--- src/fetb_pkg.sv ---
// fetb_pkg: types and constants for the Ethernet frame builder with CRC-32.
// No dependencies.
`default_nettype none

package fetb_pkg;

  typedef struct packed {
    logic [7:0] payload_byte;
    logic       last_byte;
  } in_item_t;

  typedef struct packed {
    logic [7:0] out_byte;
    logic [2:0] byte_kind;
    logic       run_last;
  } out_item_t;

  typedef struct packed {
    logic [7:0] payload_byte;
    logic       last_byte;
    logic       first_byte;
  } q_entry_t;

  typedef struct packed {
    logic empty;
    logic full;
  } q_status_t;

  typedef struct packed {
    logic [47:0] dest_mac;
    logic [47:0] src_mac;
    logic [15:0] ether_type;
  } cfg_t;

  typedef enum logic [2:0] {
    ST_IDLE,
    ST_PRE,
    ST_DST,
    ST_SRC,
    ST_ETY,
    ST_PAY,
    ST_FCS,
    ST_PAD
  } st_t;

  localparam logic [1:0] CFG_DEST_MAC   = 2'd0;
  localparam logic [1:0] CFG_SRC_MAC    = 2'd1;
  localparam logic [1:0] CFG_ETHER_TYPE = 2'd2;

  localparam logic [2:0] KIND_PREAMBLE = 3'd0;
  localparam logic [2:0] KIND_HEADER   = 3'd1;
  localparam logic [2:0] KIND_PAYLOAD  = 3'd2;
  localparam logic [2:0] KIND_FCS      = 3'd3;
  localparam logic [2:0] KIND_IDLE     = 3'd4;

  localparam logic [63:0] PREAMBLE       = 64'hFB55_5555_5555_55D5;
  localparam logic [31:0] CRC_POLY_REFL  = 32'hEDB8_8320;
  localparam logic [31:0] CRC_INIT       = 32'hFFFF_FFFF;
  localparam logic [7:0]  IDLE_BYTE      = 8'h07;
  localparam logic [15:0] ETHER_TYPE_RST = 16'hAEFE;

endpackage

`default_nettype wire

--- src/fetb_fifo.sv ---
// fetb_fifo: small register queue between the front and back sections.
// Depends on fetb_pkg for the status struct.
`default_nettype none

module fetb_fifo #(
  parameter int DEPTH = 4,
  parameter int WIDTH = 10
) (
  input  logic                  clk,
  input  logic                  rst,
  input  logic                  push,
  input  logic [WIDTH-1:0]      push_data,
  input  logic                  pop,
  output logic [WIDTH-1:0]      head,
  output fetb_pkg::q_status_t   status
);
  import fetb_pkg::*;

  localparam int AW = (DEPTH > 1) ? $clog2(DEPTH) : 1;
  localparam int CW = $clog2(DEPTH + 1);

  logic [WIDTH-1:0] mem [DEPTH];
  logic [AW-1:0]    wr_ptr;
  logic [AW-1:0]    rd_ptr;
  logic [CW-1:0]    count;
  logic             do_push;
  logic             do_pop;

  assign status.empty = (count == '0);
  assign status.full  = (count == CW'(DEPTH));
  assign do_push      = push && !status.full;
  assign do_pop       = pop && !status.empty;
  assign head         = mem[rd_ptr];

  always_ff @(posedge clk) begin
    if (rst) begin
      wr_ptr <= '0;
      rd_ptr <= '0;
      count  <= '0;
    end else begin
      if (do_push) begin
        wr_ptr <= (wr_ptr == AW'(DEPTH - 1)) ? '0 : wr_ptr + 1'b1;
      end
      if (do_pop) begin
        rd_ptr <= (rd_ptr == AW'(DEPTH - 1)) ? '0 : rd_ptr + 1'b1;
      end
      if (do_push && !do_pop) begin
        count <= count + 1'b1;
      end else if (do_pop && !do_push) begin
        count <= count - 1'b1;
      end
    end
  end

  always_ff @(posedge clk) begin
    if (do_push) begin
      mem[wr_ptr] <= push_data;
    end
  end

endmodule

`default_nettype wire

--- src/fetb_front.sv ---
// fetb_front: input transaction acceptance and frame-start classification.
// Depends on fetb_pkg; feeds fetb_fifo.
`default_nettype none

module fetb_front (
  input  logic                 clk,
  input  logic                 rst,
  input  logic                 in_valid,
  input  fetb_pkg::in_item_t   in_item,
  output logic                 in_stall,
  input  fetb_pkg::q_status_t  q_status,
  output logic                 push,
  output fetb_pkg::q_entry_t   push_entry
);
  import fetb_pkg::*;

  logic in_frame;

  assign in_stall               = q_status.full;
  assign push                   = in_valid && !q_status.full;
  assign push_entry.payload_byte = in_item.payload_byte;
  assign push_entry.last_byte    = in_item.last_byte;
  assign push_entry.first_byte   = !in_frame;

  always_ff @(posedge clk) begin
    if (rst) begin
      in_frame <= 1'b0;
    end else if (push) begin
      in_frame <= !in_item.last_byte;
    end
  end

endmodule

`default_nettype wire

--- src/fetb_back.sv ---
// fetb_back: byte sequencer that emits preamble, header, payload, FCS and padding.
// Depends on fetb_pkg; drains fetb_fifo and owns the output register.
`default_nettype none

module fetb_back (
  input  logic                 clk,
  input  logic                 rst,
  input  fetb_pkg::cfg_t       cfg,
  input  fetb_pkg::q_entry_t   q_head,
  input  fetb_pkg::q_status_t  q_status,
  output logic                 pop,
  output logic                 out_valid,
  input  logic                 out_stall,
  output fetb_pkg::out_item_t  out_item
);
  import fetb_pkg::*;

  function automatic logic [31:0] crc_byte(input logic [31:0] c, input logic [7:0] b);
    logic [31:0] r;
    r = c ^ {24'd0, b};
    for (int i = 0; i < 8; i++) begin
      r = r[0] ? ((r >> 1) ^ CRC_POLY_REFL) : (r >> 1);
    end
    return r;
  endfunction

  st_t         state;
  st_t         state_next;
  logic [2:0]  cnt;
  logic [2:0]  cnt_next;
  logic [31:0] crc;
  logic [1:0]  len;
  logic [1:0]  len_inc;
  logic [7:0]  held_byte;
  logic        held_last;
  logic        adv;
  logic        emit;
  logic        fire;
  logic        crc_on;
  logic        start;
  out_item_t   e_item;
  logic [31:0] fcs;

  assign adv     = !out_valid || !out_stall;
  assign fire    = emit && adv;
  assign len_inc = len + 2'd1;
  assign fcs     = ~crc;
  assign start   = (state == ST_IDLE) && q_head.first_byte;

  always_comb begin
    emit   = 1'b0;
    pop    = 1'b0;
    crc_on = 1'b0;
    e_item = '{out_byte: 8'd0, byte_kind: KIND_PREAMBLE, run_last: 1'b0};
    case (state)
      ST_IDLE: begin
        if (!q_status.empty) begin
          emit = 1'b1;
          pop  = adv;
          if (q_head.first_byte) begin
            e_item.out_byte = PREAMBLE[63:56];
          end else begin
            e_item.out_byte  = q_head.payload_byte;
            e_item.byte_kind = KIND_PAYLOAD;
            e_item.run_last  = !q_head.last_byte;
            crc_on           = 1'b1;
          end
        end
      end
      ST_PRE: begin
        emit            = 1'b1;
        e_item.out_byte = 8'(PREAMBLE >> {3'(3'd7 - cnt), 3'b000});
      end
      ST_DST: begin
        emit             = 1'b1;
        crc_on           = 1'b1;
        e_item.byte_kind = KIND_HEADER;
        e_item.out_byte  = 8'(cfg.dest_mac >> {3'(3'd5 - cnt), 3'b000});
      end
      ST_SRC: begin
        emit             = 1'b1;
        crc_on           = 1'b1;
        e_item.byte_kind = KIND_HEADER;
        e_item.out_byte  = 8'(cfg.src_mac >> {3'(3'd5 - cnt), 3'b000});
      end
      ST_ETY: begin
        emit             = 1'b1;
        crc_on           = 1'b1;
        e_item.byte_kind = KIND_HEADER;
        e_item.out_byte  = cnt[0] ? cfg.ether_type[7:0] : cfg.ether_type[15:8];
      end
      ST_PAY: begin
        emit             = 1'b1;
        crc_on           = 1'b1;
        e_item.byte_kind = KIND_PAYLOAD;
        e_item.out_byte  = held_byte;
        e_item.run_last  = !held_last;
      end
      ST_FCS: begin
        emit             = 1'b1;
        e_item.byte_kind = KIND_FCS;
        e_item.out_byte  = 8'(fcs >> {cnt[1:0], 3'b000});
        e_item.run_last  = (cnt == 3'd3) && (len_inc == 2'd0);
      end
      ST_PAD: begin
        emit             = 1'b1;
        e_item.byte_kind = KIND_IDLE;
        e_item.out_byte  = IDLE_BYTE;
        e_item.run_last  = (len_inc == 2'd0);
      end
      default: begin
        emit = 1'b0;
      end
    endcase
  end

  always_comb begin
    state_next = state;
    cnt_next   = cnt;
    if (fire) begin
      cnt_next = cnt + 3'd1;
      case (state)
        ST_IDLE: begin
          cnt_next = q_head.first_byte ? 3'd1 : 3'd0;
          if (q_head.first_byte) begin
            state_next = ST_PRE;
          end else if (q_head.last_byte) begin
            state_next = ST_FCS;
          end
        end
        ST_PRE: begin
          if (cnt == 3'd7) begin
            state_next = ST_DST;
            cnt_next   = 3'd0;
          end
        end
        ST_DST: begin
          if (cnt == 3'd5) begin
            state_next = ST_SRC;
            cnt_next   = 3'd0;
          end
        end
        ST_SRC: begin
          if (cnt == 3'd5) begin
            state_next = ST_ETY;
            cnt_next   = 3'd0;
          end
        end
        ST_ETY: begin
          if (cnt == 3'd1) begin
            state_next = ST_PAY;
            cnt_next   = 3'd0;
          end
        end
        ST_PAY: begin
          state_next = held_last ? ST_FCS : ST_IDLE;
          cnt_next   = 3'd0;
        end
        ST_FCS: begin
          if (cnt == 3'd3) begin
            state_next = (len_inc == 2'd0) ? ST_IDLE : ST_PAD;
            cnt_next   = 3'd0;
          end
        end
        ST_PAD: begin
          if (len_inc == 2'd0) begin
            state_next = ST_IDLE;
          end
          cnt_next = 3'd0;
        end
        default: begin
          state_next = ST_IDLE;
          cnt_next   = 3'd0;
        end
      endcase
    end
  end

  always_ff @(posedge clk) begin
    if (rst) begin
      state     <= ST_IDLE;
      cnt       <= 3'd0;
      crc       <= CRC_INIT;
      len       <= 2'd0;
      out_valid <= 1'b0;
    end else begin
      state <= state_next;
      cnt   <= cnt_next;
      if (adv) begin
        out_valid <= emit;
      end
      if (fire) begin
        if (start) begin
          crc <= CRC_INIT;
          len <= 2'd1;
        end else begin
          len <= len_inc;
          if (crc_on) begin
            crc <= crc_byte(crc, e_item.out_byte);
          end
        end
      end
    end
  end

  always_ff @(posedge clk) begin
    if (adv) begin
      out_item <= e_item;
    end
    if (fire && start) begin
      held_byte <= q_head.payload_byte;
      held_last <= q_head.last_byte;
    end
  end

endmodule

`default_nettype wire

--- src/ethernet_frame_builder_crc32.sv ---
// Ethernet transmit framer with IEEE CRC-32 FCS. One output byte leaves per cycle
// from the byte sequencer while out_stall does not hold it, so throughput is set by
// output bytes: a byte inside a frame gives one output byte, the first byte of a frame
// gives 23 (8 preamble, 14 header, the payload byte) and the last byte gives 5 to 8
// (payload, 4 FCS bytes, 0 to 3 idle bytes). Input transactions are taken into a
// QUEUE_DEPTH entry queue while it has room, independently of output stall.
// Depends on fetb_pkg, fetb_front, fetb_fifo and fetb_back.
`default_nettype none

module ethernet_frame_builder_crc32 #(
  parameter int QUEUE_DEPTH = 4
) (
  input  logic                 clk,
  input  logic                 rst,
  input  logic                 cfg_wr_en,
  input  logic [1:0]           cfg_index,
  input  logic [47:0]          cfg_data,
  input  logic                 in_valid,
  output logic                 in_stall,
  input  fetb_pkg::in_item_t   in_item,
  output logic                 out_valid,
  input  logic                 out_stall,
  output fetb_pkg::out_item_t  out_item
);
  import fetb_pkg::*;

  cfg_t      cfg;
  q_status_t q_status;
  q_entry_t  push_entry;
  q_entry_t  q_head;
  logic      push;
  logic      pop;

  always_ff @(posedge clk) begin
    if (rst) begin
      cfg.dest_mac   <= 48'd0;
      cfg.src_mac    <= 48'd0;
      cfg.ether_type <= ETHER_TYPE_RST;
    end else if (cfg_wr_en) begin
      case (cfg_index)
        CFG_DEST_MAC:   cfg.dest_mac   <= cfg_data;
        CFG_SRC_MAC:    cfg.src_mac    <= cfg_data;
        CFG_ETHER_TYPE: cfg.ether_type <= cfg_data[15:0];
        default: begin
        end
      endcase
    end
  end

  fetb_front u_front (
    .clk        (clk),
    .rst        (rst),
    .in_valid   (in_valid),
    .in_item    (in_item),
    .in_stall   (in_stall),
    .q_status   (q_status),
    .push       (push),
    .push_entry (push_entry)
  );

  fetb_fifo #(
    .DEPTH (QUEUE_DEPTH),
    .WIDTH ($bits(q_entry_t))
  ) u_fifo (
    .clk       (clk),
    .rst       (rst),
    .push      (push),
    .push_data (push_entry),
    .pop       (pop),
    .head      (q_head),
    .status    (q_status)
  );

  fetb_back u_back (
    .clk       (clk),
    .rst       (rst),
    .cfg       (cfg),
    .q_head    (q_head),
    .q_status  (q_status),
    .pop       (pop),
    .out_valid (out_valid),
    .out_stall (out_stall),
    .out_item  (out_item)
  );

  a_queue_sane: assert property (@(posedge clk) disable iff (rst)
    !(q_status.empty && q_status.full))
    else $error("queue reports empty and full");

  a_pre_not_last: assert property (@(posedge clk) disable iff (rst)
    out_valid && (out_item.byte_kind == KIND_PREAMBLE || out_item.byte_kind == KIND_HEADER)
    |-> !out_item.run_last)
    else $error("preamble or header byte marked as last of transaction");

  a_pad_after_tail: assert property (@(posedge clk) disable iff (rst)
    out_valid && !out_stall && out_item.byte_kind == KIND_FCS && !out_item.run_last
    |=> out_valid && (out_item.byte_kind == KIND_FCS || out_item.byte_kind == KIND_IDLE))
    else $error("frame tail interrupted");

endmodule

`default_nettype wire

--- config.mk ---
export PLATFORM = sky130hd
export DESIGN_NAME = ethernet_frame_builder_crc32
export DESIGN_NICKNAME = d
export VERILOG_FILES = /design/src/fetb_pkg.sv /design/src/fetb_fifo.sv /design/src/fetb_front.sv /design/src/fetb_back.sv /design/src/ethernet_frame_builder_crc32.sv
export SDC_FILE = /design/constraint.sdc
export NUM_CORES = 1
export LEC_CHECK = 0
export ABC_CLOCK_PERIOD_IN_PS = 4400
export BUFFER_PORTS_ARGS = -buffer_cell sky130_fd_sc_hd__buf_2
export CAP_MARGIN = 20
export CORE_MARGIN = 2
export CORE_UTILIZATION = 60
export CTS_BUF_LIST = sky130_fd_sc_hd__clkbuf_16
export DETAILED_ROUTE_END_ITERATION = 16
export GPL_ROUTABILITY_DRIVEN = 0
export PLACE_DENSITY = 0.85
export SLEW_MARGIN = 20
export SYNTH_ARGS = -nofsm -noshare
export SYNTH_HDL_FRONTEND = slang
export SYNTH_SLANG_ARGS = --single-unit
--- constraint.sdc ---
create_clock -name clk -period 4.4 [get_ports clk]
set_input_delay 0.66 -clock clk [delete_from_list [all_inputs] [get_ports clk]]
set_output_delay 0.66 -clock clk [all_outputs]
set_load 0.02 [all_outputs]
Word level (Yosys, flattened, before mapping)
Memories as Yosys holds them, arrays and structs flattened. A register that Yosys moved wholly into a read port is not among the register bits.
Cells that the tools add are included.
Word-level totals
  register bits after elaboration: 182
  bits of input ports: 64
  bits in writable memories: 40
  logic and storage cells: 149
  memories: 1
Cells by class
  eq/ne operators: 23
  mux-type cells: 50
  reduce and logical (&&, ||, !) cells: 36
  $add $sub $neg: 8
  shift-type cells: 4
  bitwise logic cells: 10
Memory list
  u_fifo.mem: depth 4, bits a word 10, rd ports 1, clocked after memory_dff 1, write ports 1, RTL line fetb_fifo.sv:22  | logic [WIDTH-1:0] mem [DEPTH];
Operators with widths (number)
  2-to-1 mux 32 bit: 10
  inverter 13 -> 14 bit: 8
  >> shifter 48 x 6 -> 8 bit: 2
  case mux 8 bit (8 select lines): 1
  >> shifter 64 x 6 -> 8 bit, first input constant: 1
  2-to-1 mux 3 bit: 17
  inverter 32 bit: 1
  >> shifter 32 x 5 -> 8 bit: 1
  XOR 32 x 8 -> 32 bit: 1
  case mux 3 bit (8 select lines): 1
  == test 3 bit, second input constant: 7
  case mux 3 bit (6 select lines): 1
  2-to-1 mux 8 bit: 2
  case mux 3 bit (5 select lines): 1
  2-to-1 mux 12 bit: 1
  inequality test 2 x 1 -> 1 bit, second input constant: 6
  logical NOT 1 bit: 10
  2-to-1 mux 2 bit: 5
  == test 3 x 2 -> 1 bit, second input constant: 3
  logical AND 1 bit: 9
  2-to-1 mux 1 bit: 8
  AND reduction 2 bit: 4
  AND reduction 8 bit: 1
  OR reduction 7 bit: 1
  17 further kinds: 29

Depth between registers and ports, before layout
Gate-level depths: netlist of the first run.
  word-level depth: 23
  mapped depth: 13

By module
A second synthesis of the first run with hierarchy kept.
Second synthesis, totals
  cell total of the unflattened synthesis: 1030
  area, all modules: 11591.1 sq um
Modules (own cells, without submodules)
  fetb_back: times used 1, cells an instance 478, area each 4908.5 sq um
  ethernet_frame_builder_crc32: times used 1, cells an instance 435, area each 4626.9 sq um
  fetb_fifo: times used 1, cells an instance 102, area each 1930.6 sq um
  fetb_front: times used 1, cells an instance 15, area each 125.1 sq um

Least setup slack after synthesis of the first run
Ideal clock, no wire load.
  path type: reg2reg
  start: register u_back.cnt[1]
  end: register u_back.crc[26]
  clock period less this slack: 3268 ps
  path buffers: 1
  slack: 1132 ps
  arrival time: 3136 ps
  stages on the path, launching flop included: 13
  setup time: 132 ps
  cells stage by stage: dfxtp_1 buf_2 inv_1 ha_1 inv_1 mux4_2 or2_1 a31oi_2 xnor2_2 xnor3_1 xnor3_1 xnor2_1 a21oi_1
RTL lines
  from (decl): RTL line fetb_back.sv:29  | logic [2:0] cnt;
  from (signal assigned): RTL line fetb_back.sv:188  | cnt <= cnt_next;
  to (signal assigned): RTL line fetb_back.sv:199  | crc <= crc_byte(crc, e_item.out_byte);
  to (decl): RTL line fetb_back.sv:31  | logic [31:0] crc;

==> impl_metrics.yaml, run 1 <==
status:
  outcome: "finished clean"
worst_hold_path:
  min_path_type: "input port to flop"
clock_network:
  cts-resized-gates: 0
  clk_transition_reported_paths_ns: 0.06
  htree_levels: 1
  cts-root-buf: "clkbuf_16"
  clock-sinks: 224
  tritoncts: "yes"
  cts_buffer_depth: 3
  post-cts-setup-buffers: 0
  clk-insertion-delay-late_ns: 0.53
  numCtsBuffers: 23
  cts_hold_repair.buffers: 0
power_and_ir_drop:
  power-per-cell-area_nw_per_um2: 936.0
  leakage_nw: 4.438
  worst_ir_drop_vdd_mv: 1.231
logic_synthesis:
  synth-async-reset-ratio_pct: 0
  postSynthRegisterBits: 224
  synth_xor_xnor_area_share_pct: 8.894
  synth_top_family_by_area: "simple AND/OR/NAND/NOR gates"
  seq_area_frac_synth_pct: 47.91
  postSynthAreaPerCell_um2: 9.967
  synth_top_cell_by_area: "dfxtp_1"
  synth_compound_area_share_pct: 11.99
  netlist.area_leader.share_pct: 30.68
  post_synthesis_adder_cell_area_fraction_pct: 1.835
  postSynthCellCount: 1067
  mappedNetlistArea_um2: 10640
  ys_dominant_reg_cell: "dfxtp_1"
  yosysWarnings: 0
  largest_cells_by_area_after_synthesis: "dfxtp_1 31%, edfxtp_1 17%, nand2_1 9.0%, a21oi_1 6.6%, mux4_2 6.4%"
  synth_cell_type_count: 70
  synthesis.nets: 1146
  post_synth_mux_area_share_pct: 9.882
  number_of_enable_flip_flop_cells_after_synthesis: 61
  synthSimpleGateAreaFrac_pct: 15.82
floorplanning:
  die-width_um: 137.1
  die_area_um2: 18810
  placementRows: 48
  floorplan_core_area_um2: 17300
  initial_standard_cell_utilization_of_the_core_pct: 61.49
  floorplan.io_pins: 78
  chipHeight_um: 137.1
flow_run:
  max-cap-violations: 0
global_routing:
  grt_antenna_before_repair: 0
  globalRouteOverflowTotal: 0
  grt_use_total_pct: 29.44
  grt_max_degree: 91
  grt_first_pass_wirelength_um: 42790
  grt_pass1_vias: 8088
  grtUsageMet2_pct: 47.32
  grt_util_met1_pct: 40.02
  grt.met3_usage_pct: 5.963
  global_route.peak_usage_layer: "met2"
worst_setup_path:
  slowest_delay_ns: 0.57
  timing_worst_setup_path_type: "flop to flop"
  path_cells: "and3b_1 > buf_4 > mux4_2 > a21oi_1 > a2111o_1 > a21oi_1 > xnor2_2 > xor2_1 > xnor3_1 > o32a_1"
  critPathCaptureType: "flop"
  critical_path_buf_inv_count: 1
  cp_common_cell: "a21oi_1"
  path_delay_family: "XOR/XNOR gates"
  timing.critical_path.fanout_max: 18
  start_kind: "flop"
  timing.critical_path.arrival_ns: 4.14
  critPathSlowestCell: "mux4_2"
  worst-endpoint-required_ns: 4.81
finish:
  num-nets-final: 1196
  most_frequent_cells_in_the_layout: "254 x nand2_1, 162 x dfxtp_1, 140 x a21oi_1"
  flow.area_growth_from_synthesis_pct: 12.09
  n_antenna_cell: 0
  final_layout_size_suffix_gt1_share_pct: 16.40
  mostFrequentLayoutCell: "nand2_1"
  fillers: 1268
drt:
  route.detailed.wl_per_inst_um: 20.14
  dr_total_vias: 8421
  via_per_inst: 6.196
  ant_nets: 0
  drc: 0
  drt-total-wl_um: 27370
  initialDrtViolationCount: 1193
  drtPass1Iterations: 6
sta:
  hold_viol: 0
  worst_pin_slew_ns: 0.9150
  fin_crit_sh_pct: 84.75
  setup_viol: 0
  max_clock_freq_mhz: 268.2
  max_slew_headroom_pct: 39.00
  tns_ns: 0
  fin_worst_skew_ns: 0.01934
  final.setup.worst_slack_ns: 0.6709
  max_transition_viols_final: 0
  setup_repair_after_global_routing_missed_its_margin: "false"
  final_period_minus_worst_setup_slack_ns: 3.729
placed_design:
  detailedPlace.worstSlack_ns: 0.7828
  detailedPlacementHpwl_um: 18220
  portBuffers: 77
## cell type report
class,count,area (µm²),share of cell area [%]
clock inverter,18,170.2,1.427
sequential,224,5096,42.75
tap,225,281.5,2.361
multi-input combinational,754,5155,43.24
timing repair buffer,96,550.5,4.618
inverter,18,67.56,0.5668
clock buffer,24,600.6,5.038
## registers in the layout, indices dropped and copies added (netlist names), named ones only
signal and cells:
u_fifo.rd_ptr 2, u_front.in_frame 1, u_fifo.wr_ptr 2, u_back.held_last 1
u_back.held_byte 8, u_back.out_item 12, u_back.out_valid 1, u_back.cnt 3
u_back.crc 32, u_fifo.count 3, u_fifo.mem 40, u_back.state 3
cfg 112, u_back.len 2
## per-layer routing
| metal | up-vias | share of wire (%) | wire [µm] |
|---|---|---|---|
| li1 | 3827 | - | - |
| met1 | 4025 | 40 | 10900 |
| met2 | 482 | 47 | 12970 |
| met3 | 87 | 9.2 | 2524 |
| met4 | 0 | 3.6 | 972 |
| met5 | - | 0 | 0 |
## kinds of logic (layout without fill, tap and decap cells)
| group | after synthesis | count (layout) |
|---|---|---|
| and+or+nand+nor | 388 | 388 |
| DFF | 224 | 224 |
| AOI/OAI and AO/OA | 217 | 217 |
| buffers and inverters | 89 | 156 |
| xor gates and xnor gates | 67 | 67 |
| muxes | 67 | 67 |
| adders and majority gates | 15 | 15 |
## power by group
group	switching [W]	internal, W	total [W]
Sequential	0.000227	0.00248	0.00271
Combinational	0.00315	0.00332	0.00646
Clock	0.000816	0.00117	0.00199
Total	0.00419	0.00697	0.0112
## cell usage after synthesis (15+ instances only)
| cell | n |
|---|---|
| a21oi_1 | 140 |
| clkbuf_1 | 54 |
| dfxtp_1 | 163 |
| edfxtp_1 | 61 |
| inv_1 | 17 |
| mux2i_1 | 33 |
| mux4_2 | 30 |
| nand2_1 | 254 |
| nand2b_1 | 16 |
| nand3b_1 | 15 |
| nor2_1 | 49 |
| o21ai_0 | 19 |
| xnor2_1 | 30 |
## final timing paths
path,startpoint,end,slack [ns],cells past startpoint
setup / recovery,u_back.state[0],u_back.crc[21],0.67,10
hold / removal,in_item[3],u_fifo.mem[3][4],0.35,1
setup reg to reg,u_back.state[0],u_back.crc[21],0.67,10
hold reg to reg,cfg[21],cfg[21],0.45,2
## per-stage QoR
stage | cell area (µm²) | util, % | instances | total power (W) | hold slack [ns]
after floorplan | 10640 | - | 1067 | 0.007930 | 0.4318
after global placement | 11120 | 64.31 | 1316 | 0.008892 | 0.4428
after detailed placement | 11120 | 64.31 | 1316 | 0.009056 | 0.4470
after CTS | 11890 | 68.76 | 1358 | 0.01109 | 0.3373
after global routing | 11920 | 68.92 | 1359 | 0.01168 | 0.3424
final | 11920 | 68.92 | 1359 | 0.01116 | 0.3452
Power figures use the tool's default switching activity.
==> run 2: changes to the inputs <==
- ABC_CLOCK_PERIOD_IN_PS: 4400 -> 3200
- CORE_UTILIZATION: 60 -> 55
- PLACE_DENSITY: 0.85 -> 0.83
- clock period: 4.4 -> 3.2 ns (I/O delays scaled with it)
==> run 2 against run 1 <==
Compared with the run above:
- the flow now finishes with violations (setup timing)
- first-iteration DRC count down 30%
- power up 54%
- via count is 1.6% higher
- sequential share of layout area shrank 2.2 points
- cell count grew 6.8%
- utilization down 2.0 points
==> impl_metrics.yaml, run 2 (synthesis gave the netlist of run 1 again) <==
status:
  outcome: "finished, violations left"
  failed_checks: "setup timing"
finish:
  num-nets-final: 1253
  top_regs: "cfg (112), u_fifo.mem (40), u_back.crc (32)"
  n_antenna_cell: 0
  fillers: 1368
  most_frequent_cells_in_the_layout: "254 x nand2_1, 159 x dfxtp_1, 136 x a21oi_1"
  final_layout_size_suffix_gt1_share_pct: 21.83
  register_bank_with_the_most_flops: "cfg"
  flow.area_growth_from_synthesis_pct: 18.45
  largest_register_ffs: 112
  mostFrequentLayoutCell: "nand2_1"
power_and_ir_drop:
  power_w: 0.01722
  worst_ir_drop_vdd_mv: 1.055
  leakage_nw: 4.763
  power-per-cell-area_nw_per_um2: 1367
drt:
  via_per_inst: 5.899
  drtPass1Iterations: 7
  dr_total_vias: 8559
  initialDrtViolationCount: 841
  ant_nets: 0
  drt-total-wl_um: 27370
  drc: 0
  route.detailed.wl_per_inst_um: 18.87
sta:
  tns_ns: -0.2228
  setup_repair_after_global_routing_missed_its_margin: "true"
  max_slew_headroom_pct: 26.36
  final_period_minus_worst_setup_slack_ns: 3.257
  max_clock_freq_mhz: 307.1
  setup_viol: 6
  worst_pin_slew_ns: 1.105
  fin_crit_sh_pct: 101.8
  max_transition_viols_final: 0
  hold_viol: 0
  fin_worst_skew_ns: 0.01611
  final.setup.worst_slack_ns: -0.05671
clock_network:
  clk_transition_reported_paths_ns: 0.07
  clock-sinks: 224
  cts_hold_repair.buffers: 0
  clk-insertion-delay-late_ns: 0.52
  tritoncts: "yes"
  htree_levels: 1
  cts-root-buf: "clkbuf_16"
  cts_buffer_depth: 3
  numCtsBuffers: 24
worst_setup_path:
  r2r_slack_ns: -0.06
  worst-endpoint-required_ns: 3.66
  timing.critical_path.fanout_max: 6
  critPathCaptureType: "flop"
  timing.critical_path.arrival_ns: 3.72
  timing_worst_setup_path_type: "flop to flop"
  start_kind: "flop"
global_routing:
  grt_use_total_pct: 26.10
  globalRouteOverflowTotal: 0
  grt_first_pass_wirelength_um: 41970
  grtUsageMet2_pct: 43.14
  grt_pass1_vias: 8096
  grt_max_degree: 136
  global_route.peak_usage_layer: "met2"
  grt_antenna_before_repair: 0
  grt.met3_usage_pct: 3.655
  grt_util_met1_pct: 35.34
floorplanning:
  placementRows: 50
  floorplan_core_area_um2: 18830
  die-width_um: 143.1
  floorplan.io_pins: 78
  chipHeight_um: 143.1
  initial_standard_cell_utilization_of_the_core_pct: 56.48
  die_area_um2: 20460
placed_design:
  portBuffers: 77
  detailedPlacementHpwl_um: 17860
flow_run:
  max-cap-violations: 0
worst_hold_path:
  min_path_type: "input port to flop"
==> run 2: timing repair <==
| action | in CTS | in global routing |
|---|---|---|
| gates resized for setup | 8 | 19 |
| pin swaps | 5 | 13 |
| setup buffers | 4 | 18 |
| endpoints found under the setup margin | 6 | 14 |
| gates cloned | 0 | 1 |
==> run 2: final timing paths <==
path                       to            start  cells past startpoint
max            u_back.crc[19]  u_back.state[1]                     12
min          u_fifo.mem[0][6]       in_item[5]                      1
max reg2reg    u_back.crc[19]  u_back.state[1]                     12
min reg2reg           cfg[63]          cfg[63]                      2
==> run 2: metal layers <==
metal / vias to the layer above / routed length [µm]
li1: 3946 / -
met3: 72 / 2226
met1: 4098 / 10860
met4: 0 / 985
met2: 443 / 13300
met5: - / 0
==> run 2: where the power goes <==
part           internal (W)  total, W  switching (W)
combinational       0.00583    0.0108        0.00495
sequential          0.00342   0.00367       0.000257
clock               0.00163   0.00277        0.00114
total                0.0109    0.0172        0.00634
==> run 2: critical path, stage by stage, from the launching register on <==
cell and delay (ns):
dfxtp_2 0.33, buf_4 0.13, nand3b_1 0.15, buf_6 0.16, mux2i_1 0.27, o2bb2ai_1 0.10, nor4_1 0.48, o221a_2 0.40
xnor2_4 0.19, buf_4 0.18, xnor3_2 0.33, xnor3_1 0.33, a21oi_1 0.14
==> run 2: cell type report <==
cell class	instances	area (µm²)	area share, %
well taps	260	325.3	2.582
repair buffers	152	1037	8.234
inverters	18	67.56	0.5364
flip-flops and latches	224	5102	40.50
clock inverters	17	141.4	1.122
clock buffers	26	650.6	5.165
multi-input cells	754	5273	41.86
==> run 2: per-stage QoR <==
stage | std cells | hold WS, ns | instance area (µm²) | utilization [%] | worst slack [ns]
global placement | 1385 | 0.4406 | 11490 | 61.00 | 0.07469
detailed placement | 1385 | 0.4460 | 11490 | 61.00 | -0.02251
finish | 1451 | 0.1782 | 12600 | 66.90 | -0.05671
floorplan | 1067 | 0.4318 | 10650 | - | 0.01238
global route | 1451 | 0.1714 | 12600 | 66.90 | -0.1056
CTS | 1432 | 0.1671 | 12370 | 65.67 | -0.04525
